===== config.mk =====
export PLATFORM = sky130hd
export DESIGN_NAME = vrm_div
export DESIGN_NICKNAME = d
export VERILOG_FILES = /design/src/rtl/vrm_pkg.sv /design/src/rtl/vrm_div.sv
export SDC_FILE = /design/constraint.sdc
export NUM_CORES = 1
export LEC_CHECK = 0
export BUFFER_PORTS_ARGS = -buffer_cell sky130_fd_sc_hd__clkbuf_2
export CAP_MARGIN = 20
export CORE_MARGIN = 2
export CORE_UTILIZATION = 45
export CTS_BUF_LIST = sky130_fd_sc_hd__clkbuf_2 sky130_fd_sc_hd__clkbuf_4 sky130_fd_sc_hd__clkbuf_8
export DETAILED_ROUTE_END_ITERATION = 7
export PLACE_DENSITY = 0.72
export SYNTH_ARGS = -nofsm -noshare
export SYNTH_HDL_FRONTEND = slang
export SYNTH_SLANG_ARGS = --single-unit

===== constraint.sdc =====
create_clock -name clk -period 2.46 [get_ports clk]
set_input_delay 0.738 -clock clk [delete_from_list [all_inputs] [get_ports clk]]
set_output_delay 0.738 -clock clk [all_outputs]
set_load 0.01 [all_outputs]

===== src/rtl/vrm_pkg.sv =====
// ----------------------------------------------------------------------------
// vrm_pkg: shared types and constants for the voxel ray march block
// Grid geometry, cell word layout, fixed-point limits and the exp(-tau) table.
// ----------------------------------------------------------------------------
`default_nettype none

package vrm_pkg;

  localparam int GRID_DIM       = 32;
  localparam int EXP_TABLE_BITS = 10;

  localparam int NCELLS   = GRID_DIM * GRID_DIM * GRID_DIM;
  localparam int ADDR_W   = $clog2(NCELLS);
  localparam int CB       = $clog2(GRID_DIM);
  localparam int CW       = ((CB > 5) ? CB : 5) + 2;
  localparam int EXP_SIZE = 1 << EXP_TABLE_BITS;

  // divider geometry
  localparam int DIVD_W = 36;
  localparam int DIVS_W = 16;

  localparam logic [47:0] T_INF    = 48'hFFFF_FFFF_FFFF;
  localparam logic [31:0] TAU_CAP  = 32'hFFFF_FFFF;
  localparam logic [39:0] SUM_MAX  = 40'hFF_FFFF_FFFF;
  localparam logic [16:0] ONE_Q16  = 17'h10000;
  localparam logic [15:0] RATIO_X  = 16'd4096;

  // operation codes
  localparam logic [1:0] OP_LOAD_FLOW = 2'd0;
  localparam logic [1:0] OP_LOAD_WALL = 2'd1;
  localparam logic [1:0] OP_TRACE     = 2'd2;

  // configuration register indexes
  localparam int CFG_AW = 3;
  localparam logic [CFG_AW-1:0] REG_THRESHOLD = 3'd0;
  localparam logic [CFG_AW-1:0] REG_REFLECT   = 3'd1;
  localparam logic [CFG_AW-1:0] REG_CELL_SIZE = 3'd2;
  localparam logic [CFG_AW-1:0] REG_Y_RATIO   = 3'd3;
  localparam logic [CFG_AW-1:0] REG_Z_RATIO   = 3'd4;
  localparam logic [CFG_AW-1:0] REG_MAX_REFL  = 3'd5;

  typedef logic signed [CW-1:0] coord_t;
  typedef logic [ADDR_W-1:0]    addr_t;
  typedef logic [16:0]          exp_val_t;
  typedef exp_val_t             exp_tab_t [EXP_SIZE];

  typedef struct packed {
    logic        flow;
    logic [31:0] emission;
    logic [23:0] absorption;
  } cell_t;

  function automatic exp_tab_t build_exp_tab();
    exp_tab_t     tab;
    logic [63:0]  term;
    logic [63:0]  sum;
    logic [63:0]  e;
    logic [63:0]  a;
    logic [127:0] prod;
    term = 64'd1 << 62;
    sum  = 64'd1 << 62;
    for (int n = 1; n <= 24; n++) begin
      term = (term >> (EXP_TABLE_BITS - 4)) / 64'(n);
      if (n[0]) sum = sum - term;
      else      sum = sum + term;
    end
    e = (sum + (64'd1 << 29)) >> 30;
    a = 64'd1 << 32;
    for (int i = 0; i < EXP_SIZE; i++) begin
      tab[i] = 17'((a + 64'd32768) >> 16);
      prod   = 128'(a) * 128'(e) + (128'd1 << 31);
      a      = 64'(prod >> 32);
    end
    return tab;
  endfunction

  localparam exp_tab_t EXP_TAB = build_exp_tab();

  function automatic exp_val_t exp_lookup(input logic [31:0] tau);
    logic [31:0] idx;
    idx = tau >> (20 - EXP_TABLE_BITS);
    if (idx >= 32'(EXP_SIZE)) return '0;
    return EXP_TAB[idx[EXP_TABLE_BITS-1:0]];
  endfunction

  function automatic logic in_grid(input coord_t x, input coord_t y, input coord_t z);
    return (x >= 0) && (x < coord_t'(GRID_DIM)) &&
           (y >= 0) && (y < coord_t'(GRID_DIM)) &&
           (z >= 0) && (z < coord_t'(GRID_DIM));
  endfunction

  function automatic addr_t cell_addr(input coord_t x, input coord_t y, input coord_t z);
    addr_t ux;
    addr_t uy;
    addr_t uz;
    ux = ADDR_W'(unsigned'(x));
    uy = ADDR_W'(unsigned'(y));
    uz = ADDR_W'(unsigned'(z));
    return (uz * addr_t'(GRID_DIM) + uy) * addr_t'(GRID_DIM) + ux;
  endfunction

endpackage

`default_nettype wire


===== src/rtl/vrm_div.sv =====
// ----------------------------------------------------------------------------
// vrm_div: restoring divider, one quotient bit per cycle
// Unsigned DIVD_W by DIVS_W bit division; busy drops when quotient is ready.
// ----------------------------------------------------------------------------
`default_nettype none

module vrm_div (
  input  wire logic                        clk,
  input  wire logic                        rst,
  input  wire logic                        start,
  input  wire logic [vrm_pkg::DIVD_W-1:0]  dividend,
  input  wire logic [vrm_pkg::DIVS_W-1:0]  divisor,
  output logic                             busy,
  output logic      [vrm_pkg::DIVD_W-1:0]  quotient
);

  import vrm_pkg::*;

  localparam int CNT_W = $clog2(DIVD_W + 1);

  logic [CNT_W-1:0]  cnt;
  logic [DIVS_W-1:0] rem;
  logic [DIVS_W-1:0] dvs;
  logic [DIVS_W:0]   trial;
  logic              fits;

  always_comb begin
    trial = {rem, quotient[DIVD_W-1]};
    fits  = trial >= {1'b0, dvs};
  end

  always_ff @(posedge clk) begin
    if (rst) begin
      busy <= 1'b0;
      cnt  <= '0;
    end else if (start) begin
      busy <= 1'b1;
      cnt  <= CNT_W'(DIVD_W);
    end else if (busy) begin
      cnt <= cnt - 1'b1;
      if (cnt == CNT_W'(1)) busy <= 1'b0;
    end
  end

  always_ff @(posedge clk) begin
    if (start) begin
      quotient <= dividend;
      rem      <= '0;
      dvs      <= divisor;
    end else if (busy) begin
      quotient <= {quotient[DIVD_W-2:0], fits};
      rem      <= fits ? DIVS_W'(trial - {1'b0, dvs}) : trial[DIVS_W-1:0];
    end
  end

endmodule

`default_nettype wire


* Yosys cells after proc, flatten, opt, wreduce, memory -nomap -nowiden *
Index checks and enable logic that the tools add are counted.

word-level totals
  input port bits = 55
  flip-flop bits (word level) = 75
  output and inout bits = 37

operators by class
  $lt $le $gt $ge = 1
  add/sub/neg operators = 2
  equality and inequality tests = 1
  mux-type cells = 8
  reductions and logical operators = 2

operators with widths
  operator                                             count
  two-way mux 36 bit                                   2
  greater-or-equal comparator 17 x 16 -> 1 bit         1
  two-way mux 16 bit                                   1
  subtractor 16 bit                                    1
  two-way mux 6 bit                                    2
  equality test 6 x 1 -> 1 bit, second input constant  1
  subtractor 6 x 1 -> 6 bit, second input constant     1
  two-way mux 1 bit                                    3
  nonzero test 2 bit                                   1
  OR reduction 2 bit                                   1

* Logic depth before layout (Yosys ltp) *
Gate-level depths: netlist of the first run.

  depth after elaboration = 4
  depth in mapped cells = 10
  depth with buffers taken out = 9

* Least setup slack after synthesis of the first run *
Ideal clock, no wire load.

  path type = reg2reg
  start = register dvs[14]
  end = register quotient[0] (netlist name), data pin
  path buffers = 1
  setup time = 0.260 ns
  cell stages (with the launch flop) = 9
  required time = 2.200 ns
  clock period less this slack = 2.329 ns
  data arrival time = 2.069 ns
  slack = 0.131 ns
  cells stage by stage = edfxtp_1 inv_1 ha_1 a21o_1 a211o_1 a2111oi_2 a21oi_2 clkbuf_8 mux2_2

on the way
  word-level cells in the longest chain between the ends = 3

RTL lines
  item                                          line           text
  start: declaration                            vrm_div.sv:23  logic [DIVS_W-1:0] dvs;
  start signal: assignment                      vrm_div.sv:49  dvs <= divisor;
  greater-or-equal comparator 17 x 16 -> 1 bit  vrm_div.sv:29  fits = trial >= {1'b0, dvs};
  two-way mux 36 bit                            vrm_div.sv:50  end else if (busy) begin
  two-way mux 36 bit                            vrm_div.sv:46  if (start) begin
  end signal: assignment                        vrm_div.sv:47  quotient <= dividend;
  end signal: assignment                        vrm_div.sv:51  quotient <= {quotient[DIVD_W-2:0], fits};
  end: declaration                              vrm_div.sv:14  output logic [vrm_pkg::DIVD_W-1:0] quotient

No other way between the ends. The select of a mux whose other input is x is not followed.
A chain may end at the register's enable or synchronous reset.

* Final worst setup path of the first run *
  start = register dvs[10]
  end = register rem[0]

on the way
  word-level cells in the longest chain between the ends = 2

RTL lines
  item                                          line           text
  greater-or-equal comparator 17 x 16 -> 1 bit  vrm_div.sv:29
  two-way mux 16 bit                            vrm_div.sv:52  rem <= fits ? DIVS_W'(trial - {1'b0, dvs}) : trial[DIVS_W-1:0];
  end signal: assignment                        vrm_div.sv:52
  end: declaration                              vrm_div.sv:22  logic [DIVS_W-1:0] rem;

No other way between the ends.

==> results of run 1 <==
## routing by layer
metal	track usage, %	vias up	share of wire, %
met5	0	-	0
met4	7.692	0	2.1
met1	24.78	1587	43
met3	4.666	18	6.0
met2	31.39	121	49
li1	-	1629	-
## stage by stage
step / cell area, sq um / hold slack (ps) / worst slack [ps] / TNS, ps
3_3_place_gp: 4860 / 481.6 / -1.435 / -1.435
3_5_place_dp: 4860 / 481.1 / -57.11 / -57.11
5_1_grt: 5304 / 537.1 / -13.32 / -13.32
6_report: 5304 / 494.5 / 104.7 / 0
4_1_cts: 5119 / 494.5 / 15.60 / 0
2_1_floorplan: 4177 / 454.6 / 130.6 / 0
## cell usage after synthesis, types with 5 or more instances
| master | number | area, sq um |
|---|---|---|
| nand2_1 | 21 | 78.83 |
| nand4_1 | 5 | 31.28 |
| inv_1 | 24 | 90.09 |
| o211ai_1 | 5 | 37.54 |
| clkbuf_1 | 9 | 33.78 |
| xnor2_1 | 9 | 78.83 |
| o21ai_0 | 9 | 45.04 |
| mux2i_1 | 8 | 80.08 |
| nor3_1 | 12 | 60.06 |
| edfxtp_1 | 52 | 1562 |
| dfxtp_1 | 23 | 460.4 |
| a211oi_1 | 8 | 60.06 |
| or3_1 | 5 | 31.28 |
| mux2_2 | 37 | 416.7 |
| nor2_1 | 27 | 101.4 |
| a21oi_1 | 14 | 70.07 |
| nand3_1 | 12 | 60.06 |
| ha_1 | 18 | 225.2 |
## report_power, final
part           leakage, uW  internal, uW  total (uW)  switching (uW)
Clock             0.000109           580        1080             499
Combinational      0.00135           366         761             395
Sequential        0.000708          1480        1550            69.5
Total              0.00216          2420        3390             963
## what timing repair did
action / in CTS / in global routing
buffers inserted: 3 / 2
endpoints found under the hold margin: 0 / 0
endpoints found under the setup margin: 1 / 16
resized for setup: 1 / 32
pin swaps: 2 / 7
## final cells by class
cell class	instances	area share, %
clock buffers	9	2.335
well taps	111	2.619
clock inverters	7	1.887
inverters	24	1.699
flip-flops and latches	75	38.12
repair buffers	127	13.75
multi-input cells	256	39.58
## worst register-to-register path: cells and delay by family, from the launching register on
kind	cells	cell delay [ps]
buffers and inverters	4	480
AND/OR/NAND/NOR	1	260
AO/OA/AOI/OAI	3	600
multiplexers	1	320
flip-flops	1	320
adder cells (fa/ha/maj)	1	290
## state kept, by name (all words and copies together), names as in the netlist
name,flops
rem,16
cnt,6
quotient,36
dvs,16
busy,1
## kinds of logic (layout without fill, tap and decap cells)
group / Yosys count / count (layout) / share of synthesized area, %
AO/OA/AOI/OAI: 72 / 72 / 12.43
XOR/XNOR: 10 / 10 / 2.097
adder cells (fa/ha/maj): 19 / 19 / 5.872
flip-flops: 75 / 75 / 48.41
multiplexers: 45 / 45 / 11.89
AND/OR/NAND/NOR: 110 / 110 / 13.69
buffers and inverters: 45 / 167 / 5.602
## how the worst max path moves through the flow
stage	startpoint	endpoint	slack, ps	cells past startpoint
after floorplan	dvs[14]	quotient[0]	130	8
after global placement	dvs[14]	rem[12]	-1	9
after detailed placement	dvs[14]	rem[12]	-60	9
after CTS	dvs[8]	rem[0]	20	10
after global routing	dvs[10]	rem[0]	-10	10
final	dvs[10]	rem[0]	100	10
==> impl_results.md, run 1 <==
* Outcome: finished clean
* Nets at 567
* DP Cell Count at 588
* Gr usage total at 19.29%
* Global route overflow at 0
* Slowest cell on the critical path: edfxtp_1
* Initial Utilization at 45.85%
* Worst Tran Pin Value at 511.2 ps
* Vias at 3355
* Worst vdd ir at 573.7 uV
* Most frequent cells in the layout: clkbuf_2 (90), edfxtp_1 (52), mux2_2 (37)
* Skew-Pair Late Insertion Delay at 350 ps
* Critical path class: reg2reg
* Crit-path most repeated cell: buf_4
* Mapped Area at 4177 sq um
* Crit path DAT at 2620 ps
* Cells after Synth at 376
* First-pass GRT wire length at 15410 um
* DR WL/cell at 15.92 um
* Clock skew at 10.68 ps
* Peak Freq at 424.6 MHz
* Post-detail-place hpwl at 7161 um
* CTS Root Cell: clkbuf_8
* Initial antenna violation count at 0
* Warnings, synthesis at 0
* Largest net degree at the start of global routing at 30
* GPL Wtd Cong at 0.8391
* R2R cell count at 10
* Post-synthesis net count at 450
* Seq/Total Area, Yosys at 48.41%
* Post-synth EDFFs at 52
* Storage cell area at 2022 sq um
* Fillers at 780
* CP Capture Type: flop
* LEAKAGE at 0.002164 uW
* Tot Pwr at 3387 uW
* Commonest non-fill, non-tap cell in the layout: clkbuf_2
* Syn_area_per_cell at 11.11 sq um
* FF+latch count, synth at 75
* Reg-to-reg startpoint: dvs[10]
* Detailed Routing Iterations Pass 1 at 5
* Synth-to-Final Area Change at 26.99%
* Crit Path Max Fanout at 6
* Total clock sinks at 75
* Period utilization at 95.75%
* Tmin final at 2355 ps
* Core area at 9109 sq um
* Die Wd at 100.3 um
* Worst Setup Start Kind: flop
* FFs w/ async S/R, synth at 0%
* MaxCap Viol Count at 0
* Setup-failing EPs final at 0
* Area of the multi-input gates at 2100 sq um
* Worst path required time at 2730 ps
* PwrDens at 638.5 nW/um^2
* CP cell instances: inv_1, ha_4, buf_4, and4_4, buf_4, o211ai_1, a21oi_4, buf_4, mux2_2, a211oi_2
* Ys flop type: edfxtp_1
* Slew Viols, Final at 0
* Die Y at 100.3 um
* Hold Vio Cnt, Final at 0
* # hold bufs at CTS at 0
* CTS buffer count at 9
* Worst hold path depth at 2
* Rows at 35
* CTS Buffer Depth at 2
* CTS tree: yes
* Finished Layout Cells at 609
* Worst-path clk slew at 90 ps
* Yosys cell types at 59
* FF-to-FF End: rem[0]
* H-tree depth at 3
* Worst Min Path Start: rem[15]
* ANT cells at 0
* CP top delay family: compound AO/OA/AOI/OAI gates
* Final core occ at 58.23%
* Hold Path Class: reg2reg
* I/O Buffers at 91
* Buf/Inv on CP at 4
* Number of global-route vias before repair at 3252
* R2r setup slk at 100 ps
* Layout cells sized above 1 at 43.78%
* Drt drc at 0
* WHS Endpoint: rem[15]
* Slowest Stage Delay on Critical Path at 320 ps
* WL final at 9697 um
* Drt via density at 5.509
* DRT antenna net count at 0
* I/O Pins at 92
* Relative slew slack at 65.85%
* Die Area at 10070 sq um
* DR iter-0 viols at 135
Note: power is estimated with default switching activity, not from simulation.
==> inputs of run 2 (changes only) <==
--- a/config.mk
+++ b/config.mk
@@ -5,6 +5,7 @@
 export SDC_FILE = /design/constraint.sdc
 export NUM_CORES = 1
 export LEC_CHECK = 0
+export ABC_AREA = 1
 export BUFFER_PORTS_ARGS = -buffer_cell sky130_fd_sc_hd__clkbuf_2
 export CAP_MARGIN = 20
 export CORE_MARGIN = 2
==> run 2 against run 1 <==
Synthesized area increased by 0.96%. Clock power decreased by 17%. Count of clock-buffer cells in the layout increased by 1. Power decreased by 16%. Via count increased by 11%. Routed wire length decreased by 4.0%. Non-clock buffer count decreased by 28. Sequential cell count unchanged. Hold slack got worse by 20 ps. First-iteration DRC count increased by 100%. Global-route usage increased by 0.19 points. Sequential share of layout area increased by 2.4 points. Largest power group unchanged. Highest routed layer unchanged.
==> impl_results.md, run 2 <==
* RSZ-0062 raised after global routing: false
* I/O Buffers at 91 (unchanged)
* Clock skew at 8.846 ps (-1.835 ps)
* CTS resizes at 0 (-1)
* Tmin final at 2040 ps (-315.0 ps)
* Die Wd at 100.8 um (+0.46%)
* Initial antenna violation count at 0 (unchanged)
* Mapped Area at 4217 sq um (+0.96%)
* Global route overflow at 0 (unchanged)
* Largest Register: quotient
* Most common cell in the netlist: nand2_1
* Worst path required time at 2710 ps (-20 ps)
* FFs w/ async S/R, synth at 0% (unchanged)
* Largest register FFs at 36 (unchanged)
* Crit Path Max Fanout at 13 (+7)
* DRT antenna net count at 0 (unchanged)
* Top cells by area, synth: edfxtp_1 (37%), nand2_1 (20%), dfxtp_1 (11%)
* Post-detail-place hpwl at 6917 um (-3.4%)
* Commonest cells in the netlist: nand2_1 (223), inv_1 (78), edfxtp_1 (52), nand3_1 (36), dfxtp_1 (23)
* Nets at 709 (+25%)
* Post-synthesis net count at 612 (+36%)
* Post-route cell area at 4987 sq um (-6.0%)
* PwrDens at 569.9 nW/um^2 (-11%)
* Setup bufs post-CTS at 0 (-3)
* Initial Utilization at 46.07% (+0.22 points)
* Vias at 3722 (+11%)
* Rows at 35 (unchanged)
* Number of global-route vias before repair at 3648 (+12%)
* Cell taking the most area after synthesis: edfxtp_1
* Placed instance area at 4802 sq um (-1.2%)
* Worst Hold Margin at 474.4 ps (-20.11 ps)
* Syn_area_per_cell at 7.837 sq um (-29%)
* Outcome: finished clean
* # hold bufs at CTS at 0 (unchanged)
* Xor and xnor area share after synthesis at 1.246% (-0.85 points)
* Synth-to-Final Area Change at 18.28%
* Gr usage total at 19.48% (+0.19 points)
* Core area at 9153 sq um (+0.48%)
* Post-synth EDFFs at 52 (unchanged)
* DR iter-0 viols at 272 (+100%)
* Skew-Pair Late Insertion Delay at 360 ps (about the same)
* Largest regs: quotient: 36 flops, dvs: 16 flops, rem: 16 flops
* Worst vdd ir at 300.6 uV (-48%)
* Ys flop type: edfxtp_1
* Layout cells sized above 1 at 21.41% (-22 points)
* Hold Vio Cnt, Final at 0 (unchanged)
* Seq/Total Area, Yosys at 47.95% (-0.46 points)
* DP Cell Count at 735 (+25%)
* CP Capture Type: flop
* Main combinational cell family by area after synthesis: simple AND/OR/NAND/NOR gates
* Critical path class: reg2reg
* CTS Root Cell: clkbuf_8
* Crit path DAT at 2290 ps (-330 ps)
* Area share of the largest cell type after synthesis at 37.03% (-0.36 points)
* Drt drc at 0 (unchanged)
* Setup-failing EPs final at 0 (unchanged)
* Tot Pwr at 2842 uW (-16%)
* Yosys cell types at 34 (-42%)
* Worst Tran Pin Value at 442.1 ps (-69.06 ps)
* Worst Setup Start Kind: flop
* Commonest non-fill, non-tap cell in the layout: nand2_1
* DR WL/cell at 12.39 um (-22%)
* Post-Synth Simple-Gate Area at 31.99% (+18 points)
* Mux cell area share after synthesis at 0% (-12 points)
* Total clock sinks at 75 (unchanged)
* GPL Wtd Cong at 0.9824 (+17%)
* Synthesized-area fraction occupied by adder cells at 5.816% (-0.056 points)
* Compound-Gate Fraction of Synth Area at 4.243% (-8.2 points)
* CTS tree: yes
* Finished Layout Cells at 751 (+23%)
* WL final at 9305 um (-4.0%)
* Setup_tns at 0 ps (unchanged)
* Detailed Routing Iterations Pass 1 at 4 (-1)
* Period utilization at 82.94% (-13 points)
* Drt via density at 4.956 (-10%)
* Largest net degree at the start of global routing at 37 (+23%)
* Hold Path Class: reg2reg
* Worst-path clk slew at 80 ps (about the same)
* First-pass GRT wire length at 15840 um (+2.8%)
* I/O Pins at 92 (unchanged)
* Die Area at 10160 sq um (+0.92%)
* Most frequent cells in the layout: nand2_1 (223), clkbuf_2 (91), inv_1 (78)
* Peak Freq at 490.1 MHz (+15%)
* LEAKAGE at 0.002629 uW (+21%)
* H-tree depth at 3 (unchanged)
* MaxCap Viol Count at 0 (unchanged)
* Die Y at 100.8 um (+0.46%)
* Relative slew slack at 70.41% (+4.6 points)
* FF+latch count, synth at 75 (unchanged)
* ANT cells at 0 (unchanged)
* CTS Buffer Depth at 2 (unchanged)
* Slew Viols, Final at 0 (unchanged)
* CTS buffer count at 9 (unchanged)
* Warnings, synthesis at 0 (unchanged)
* Cells after Synth at 538 (+43%)
## run 2: worst max-delay path, stage by stage, from the launching register on
cell and delay (ps):
edfxtp_1 340, inv_1 40, ha_1 330, a21oi_1 300, a21oi_1 170, nor2_4 230, buf_4 250, nand3_1 100
nand3_1 90, o21ai_0 70
## run 2: routing by layer
layer / GRT usage (%) / vias to the layer above / part of all wire (%)
li1: - / 1892 / -
met1: 24.59 / 1677 / 45
met2: 31.33 / 134 / 45
met3: 5.617 / 19 / 7.6
met4: 8.114 / 0 / 1.9
met5: 0 / - / 0
## run 2: final cells by class
cell class / count / area, sq um
fill: 880 / 4165
sequential: 75 / 2022
multi-input combinational: 370 / 1826
timing repair buffer: 99 / 515.5
inverter: 80 / 300.3
tap: 111 / 138.9
clock buffer: 10 / 137.6
clock inverter: 6 / 47.55
## run 2: logic make-up (layout without fill, tap and decap cells)
group,after synthesis,in the layout
adders and majority gates,19,19
and+or+nand+nor,314,314
xor gates and xnor gates,6,6
DFF,75,75
buffers and inverters,93,195
AOI/OAI and AO/OA,31,31
## run 2: per-stage QoR
step	setup WS [ps]	util (%)
floorplan	478.3	-
global placement	502.3	52.47
detailed placement	459.0	52.47
CTS	448.7	54.49
global route	275.9	54.49
finish	419.6	54.49
## run 2: power by group
part / total (uW) / leakage [uW] / internal, uW / switching [uW]
sequential: 1510 / 0.000713 / 1460 / 51.0
clock: 901 / 0.0000933 / 403 / 498
combinational: 429 / 0.00182 / 167 / 261
## run 2: path summary, 6_finish.rpt
path | depth (start not counted) | endpoint | from | slack (ps)
worst max-delay path | 9 | rem[1] | dvs[12] | 420
worst min-delay path | 2 | rem[10] | rem[10] | 470
worst max register to register | 9 | rem[1] | dvs[12] | 420
worst min register to register | 2 | rem[10] | rem[10] | 470
==> inputs of run 3 (changes only) <==
--- a/config.mk
+++ b/config.mk
@@ -12,7 +12,7 @@
 export CORE_UTILIZATION = 45
 export CTS_BUF_LIST = sky130_fd_sc_hd__clkbuf_2 sky130_fd_sc_hd__clkbuf_4 sky130_fd_sc_hd__clkbuf_8
 export DETAILED_ROUTE_END_ITERATION = 7
-export PLACE_DENSITY = 0.72
+export PLACE_DENSITY = 0.69
 export SYNTH_ARGS = -nofsm -noshare
 export SYNTH_HDL_FRONTEND = slang
 export SYNTH_SLANG_ARGS = --single-unit
==> constraint.sdc (replaced) <==
create_clock -name clk -period 1.9 [get_ports clk]
set_input_delay 0.57 -clock clk [delete_from_list [all_inputs] [get_ports clk]]
set_output_delay 0.57 -clock clk [all_outputs]
set_load 0.01 [all_outputs]
==> run 3 against run 2 <==
Non-clock buffer count up 22. Sequential share of layout area down 4.8 points. Clock power up 81%. Routed wire length up 10%. Hold slack worse by 80 ps. Register-to-register slack worse by 370 ps. Sequential power up 30%. Utilization up 7.2 points. Combinational power up 56%.
==> impl_results.md, run 3 (same netlist as run 2, synthesis figures left out) <==
* Switching Power at 1076 uW (+33%)
* Vias at 3766 (+1.2%)
* # hold bufs at CTS at 0 (unchanged)
* Reg-to-reg startpoint: dvs[1]
* R2R cell count at 9 (unchanged)
* Total clock sinks at 75 (unchanged)
* Worst Hold Margin at 394.0 ps (-80.41 ps)
* Most frequent cells in the layout: nand2_1 (210), clkbuf_2 (91), inv_1 (70)
* CTS Buffer Depth at 2 (unchanged)
* ANT cells at 0 (unchanged)
* Synth-to-Final Area Change at 33.98%
* CTS Root Cell: clkbuf_8
* Finished Layout Cells at 773 (+2.9%)
* Worst vdd ir at 631.5 uV (+110%)
* Skew-Pair Late Insertion Delay at 350 ps (about the same)
* LEAKAGE at 0.002825 uW (+7.5%)
* GPL Wtd Cong at 0.9580 (-2.5%)
* Largest Register: quotient
* Worst Min Path Start: divisor[11]
* Die Y at 100.8 um (unchanged)
* Area of the multi-input gates at 2141 sq um (+17%)
* Post-Place Setup Slack at -48.17 ps (-507.2 ps)
* Core area at 9153 sq um (unchanged)
* DP Cell Count at 747 (+1.6%)
* Slew Viols, Final at 0 (unchanged)
* DRT antenna net count at 0 (unchanged)
* Storage cell area at 2022 sq um (unchanged)
* Number of global-route vias before repair at 3625 (-0.63%)
* PnR worst setup slack at 46.07 ps (-373.6 ps)
* First-pass GRT wire length at 16110 um (+1.7%)
* Crit Path Max Fanout at 6 (-7)
* Fillers at 781 (-11%)
* CP Capture Type: flop
* Worst path required time at 2090 ps (-620 ps)
* R2r setup slk at 50 ps (-370 ps)
* Hold Path Class: in2reg
* Relative slew slack at 80.26% (+9.8 points)
* Largest regs: quotient: 36 flops, dvs: 16 flops, rem: 16 flops
* Commonest non-fill, non-tap cell in the layout: nand2_1
* Placed instance area at 4942 sq um (+2.9%)
* PwrDens at 753.8 nW/um^2 (+32%)
* Outcome: finished clean
* I/O Buffers at 91 (unchanged)
* Met1 global-route usage at 25.34% (+0.76 points)
* Die Area at 10160 sq um (unchanged)
* Layout cells sized above 1 at 30.97% (+9.6 points)
* Largest net degree at the start of global routing at 39 (+5.4%)
* Initial Utilization at 46.07% (unchanged)
* Gate power share at 15.7% (+0.6 points)
* Post-route cell area at 5649 sq um (+13%)
* WL final at 10250 um (+10%)
* GR Layer Usage met3 at 5.825% (+0.21 points)
* Worst hold path depth at 1 (-1)
* Sw Share at 25.26% (-3.3 points)
* Worst-path clk slew at 80 ps (about the same)
* H-tree depth at 3 (unchanged)
* DR WL/cell at 13.26 um (+7.0%)
* Global route overflow at 0 (unchanged)
* Initial antenna violation count at 0 (unchanged)
* CTS tree: yes
* Nets at 732 (+3.2%)
* CTS buffer count at 9 (unchanged)
* Pint at 3182 uW (+57%)
* Post-detail-place hpwl at 7137 um (+3.2%)
* Worst Setup Start Kind: flop
* Tmin final at 1854 ps (-186.4 ps)
* Sequential power share at 46.0% (-7.2 points)
* Global routing's busiest layer: met2
* MaxCap Viol Count at 0 (unchanged)
* Die Wd at 100.8 um (unchanged)
* Peak Freq at 539.4 MHz (+10%)
* FF-to-FF End: quotient[0]
* Rows at 35 (unchanged)
* Drt drc at 0 (unchanged)
* RSZ-0062 raised after global routing: true
* Gr usage total at 19.97% (+0.49 points)
* Worst Tran Pin Value at 292.9 ps (-149.2 ps)
* Largest register FFs at 36 (unchanged)
* I/O Pins at 92 (unchanged)
* Period utilization at 97.58% (+15 points)
* Detailed Routing Iterations Pass 1 at 4 (unchanged)
* Setup-failing EPs final at 0 (unchanged)
* Met2 GRT Util at 33.33% (+2.0 points)
* Clock power share at 38.3% (+6.6 points)
* Hold Vio Cnt, Final at 0 (unchanged)
* Crit path DAT at 2040 ps (-250 ps)
* Clock skew at 9.315 ps (+0.4692 ps)
* Drt via density at 4.872 (-1.7%)
* Critical path class: reg2reg
* DR iter-0 viols at 203 (-25%)
* WHS Endpoint: dvs[11]
[run 3: layer usage]
| layer | wire, um | vias to the layer above |
|---|---|---|
| li1 | - | 1946 |
| met1 | 4497 | 1692 |
| met2 | 4910 | 119 |
| met3 | 743 | 9 |
| met4 | 100 | 0 |
| met5 | 0 | - |
[run 3: critical path: stages (launching register included)]
cell and delay [ps]:
edfxtp_1 410, inv_2 60, ha_4 280, nand2_1 80, nor2_2 140, nand3_2 120, nand3_4 130, nand2_8 110
clkbuf_16 190, a31oi_1 160
[run 3: metrics by stage]
| step | TNS (ps) | utilization [%] | power [uW] |
|---|---|---|---|
| finish | 0 | 61.72 | 4258 |
| global route | -478.8 | 61.72 | 4431 |
| CTS | -11.96 | 57.03 | 4203 |
| detailed placement | -103.5 | 54.00 | 2576 |
| global placement | 0 | 54.00 | 2566 |
| floorplan | 0 | - | 2318 |
[run 3: repair_timing]
item                       4_1_cts  5_1_grt
cloned                           0        3
pin swaps                        1       17
setup endpoints to repair        5       17
gates resized for setup          3       67
setup buffers                    0        8
[run 3: worst max-delay path by stage]
stage | start | endpoint | slack (ps) | cells past startpoint
floorplan | start | quotient[0] | 90 | 3
global placement | quotient[35] | rem[12] | 30 | 11
detailed placement | quotient[35] | rem[8] | -50 | 11
CTS | dvs[8] | rem[14] | -10 | 15
global route | dvs[1] | quotient[0] | -70 | 9
finish | dvs[1] | quotient[0] | 50 | 9
[run 3: cell type report]
type | instances | share of cell area (%)
Inverter | 80 | 5.316
Tap cell | 111 | 2.458
Multi-Input combinational cell | 371 | 37.90
Clock inverter | 6 | 2.436
Clock buffer | 9 | 2.193
Timing Repair Buffer | 121 | 13.91
Sequential cell | 75 | 35.79
[run 3: power by group through the flow]
stage               Clock (uW)  Sequential, uW  Combinational, uW
floorplan                    0            2020                295
global placement             0            1990                578
detailed placement           0            1990                588
CTS                       1660            1960                589
global route              1710            1980                744
finish                    1630            1960                668
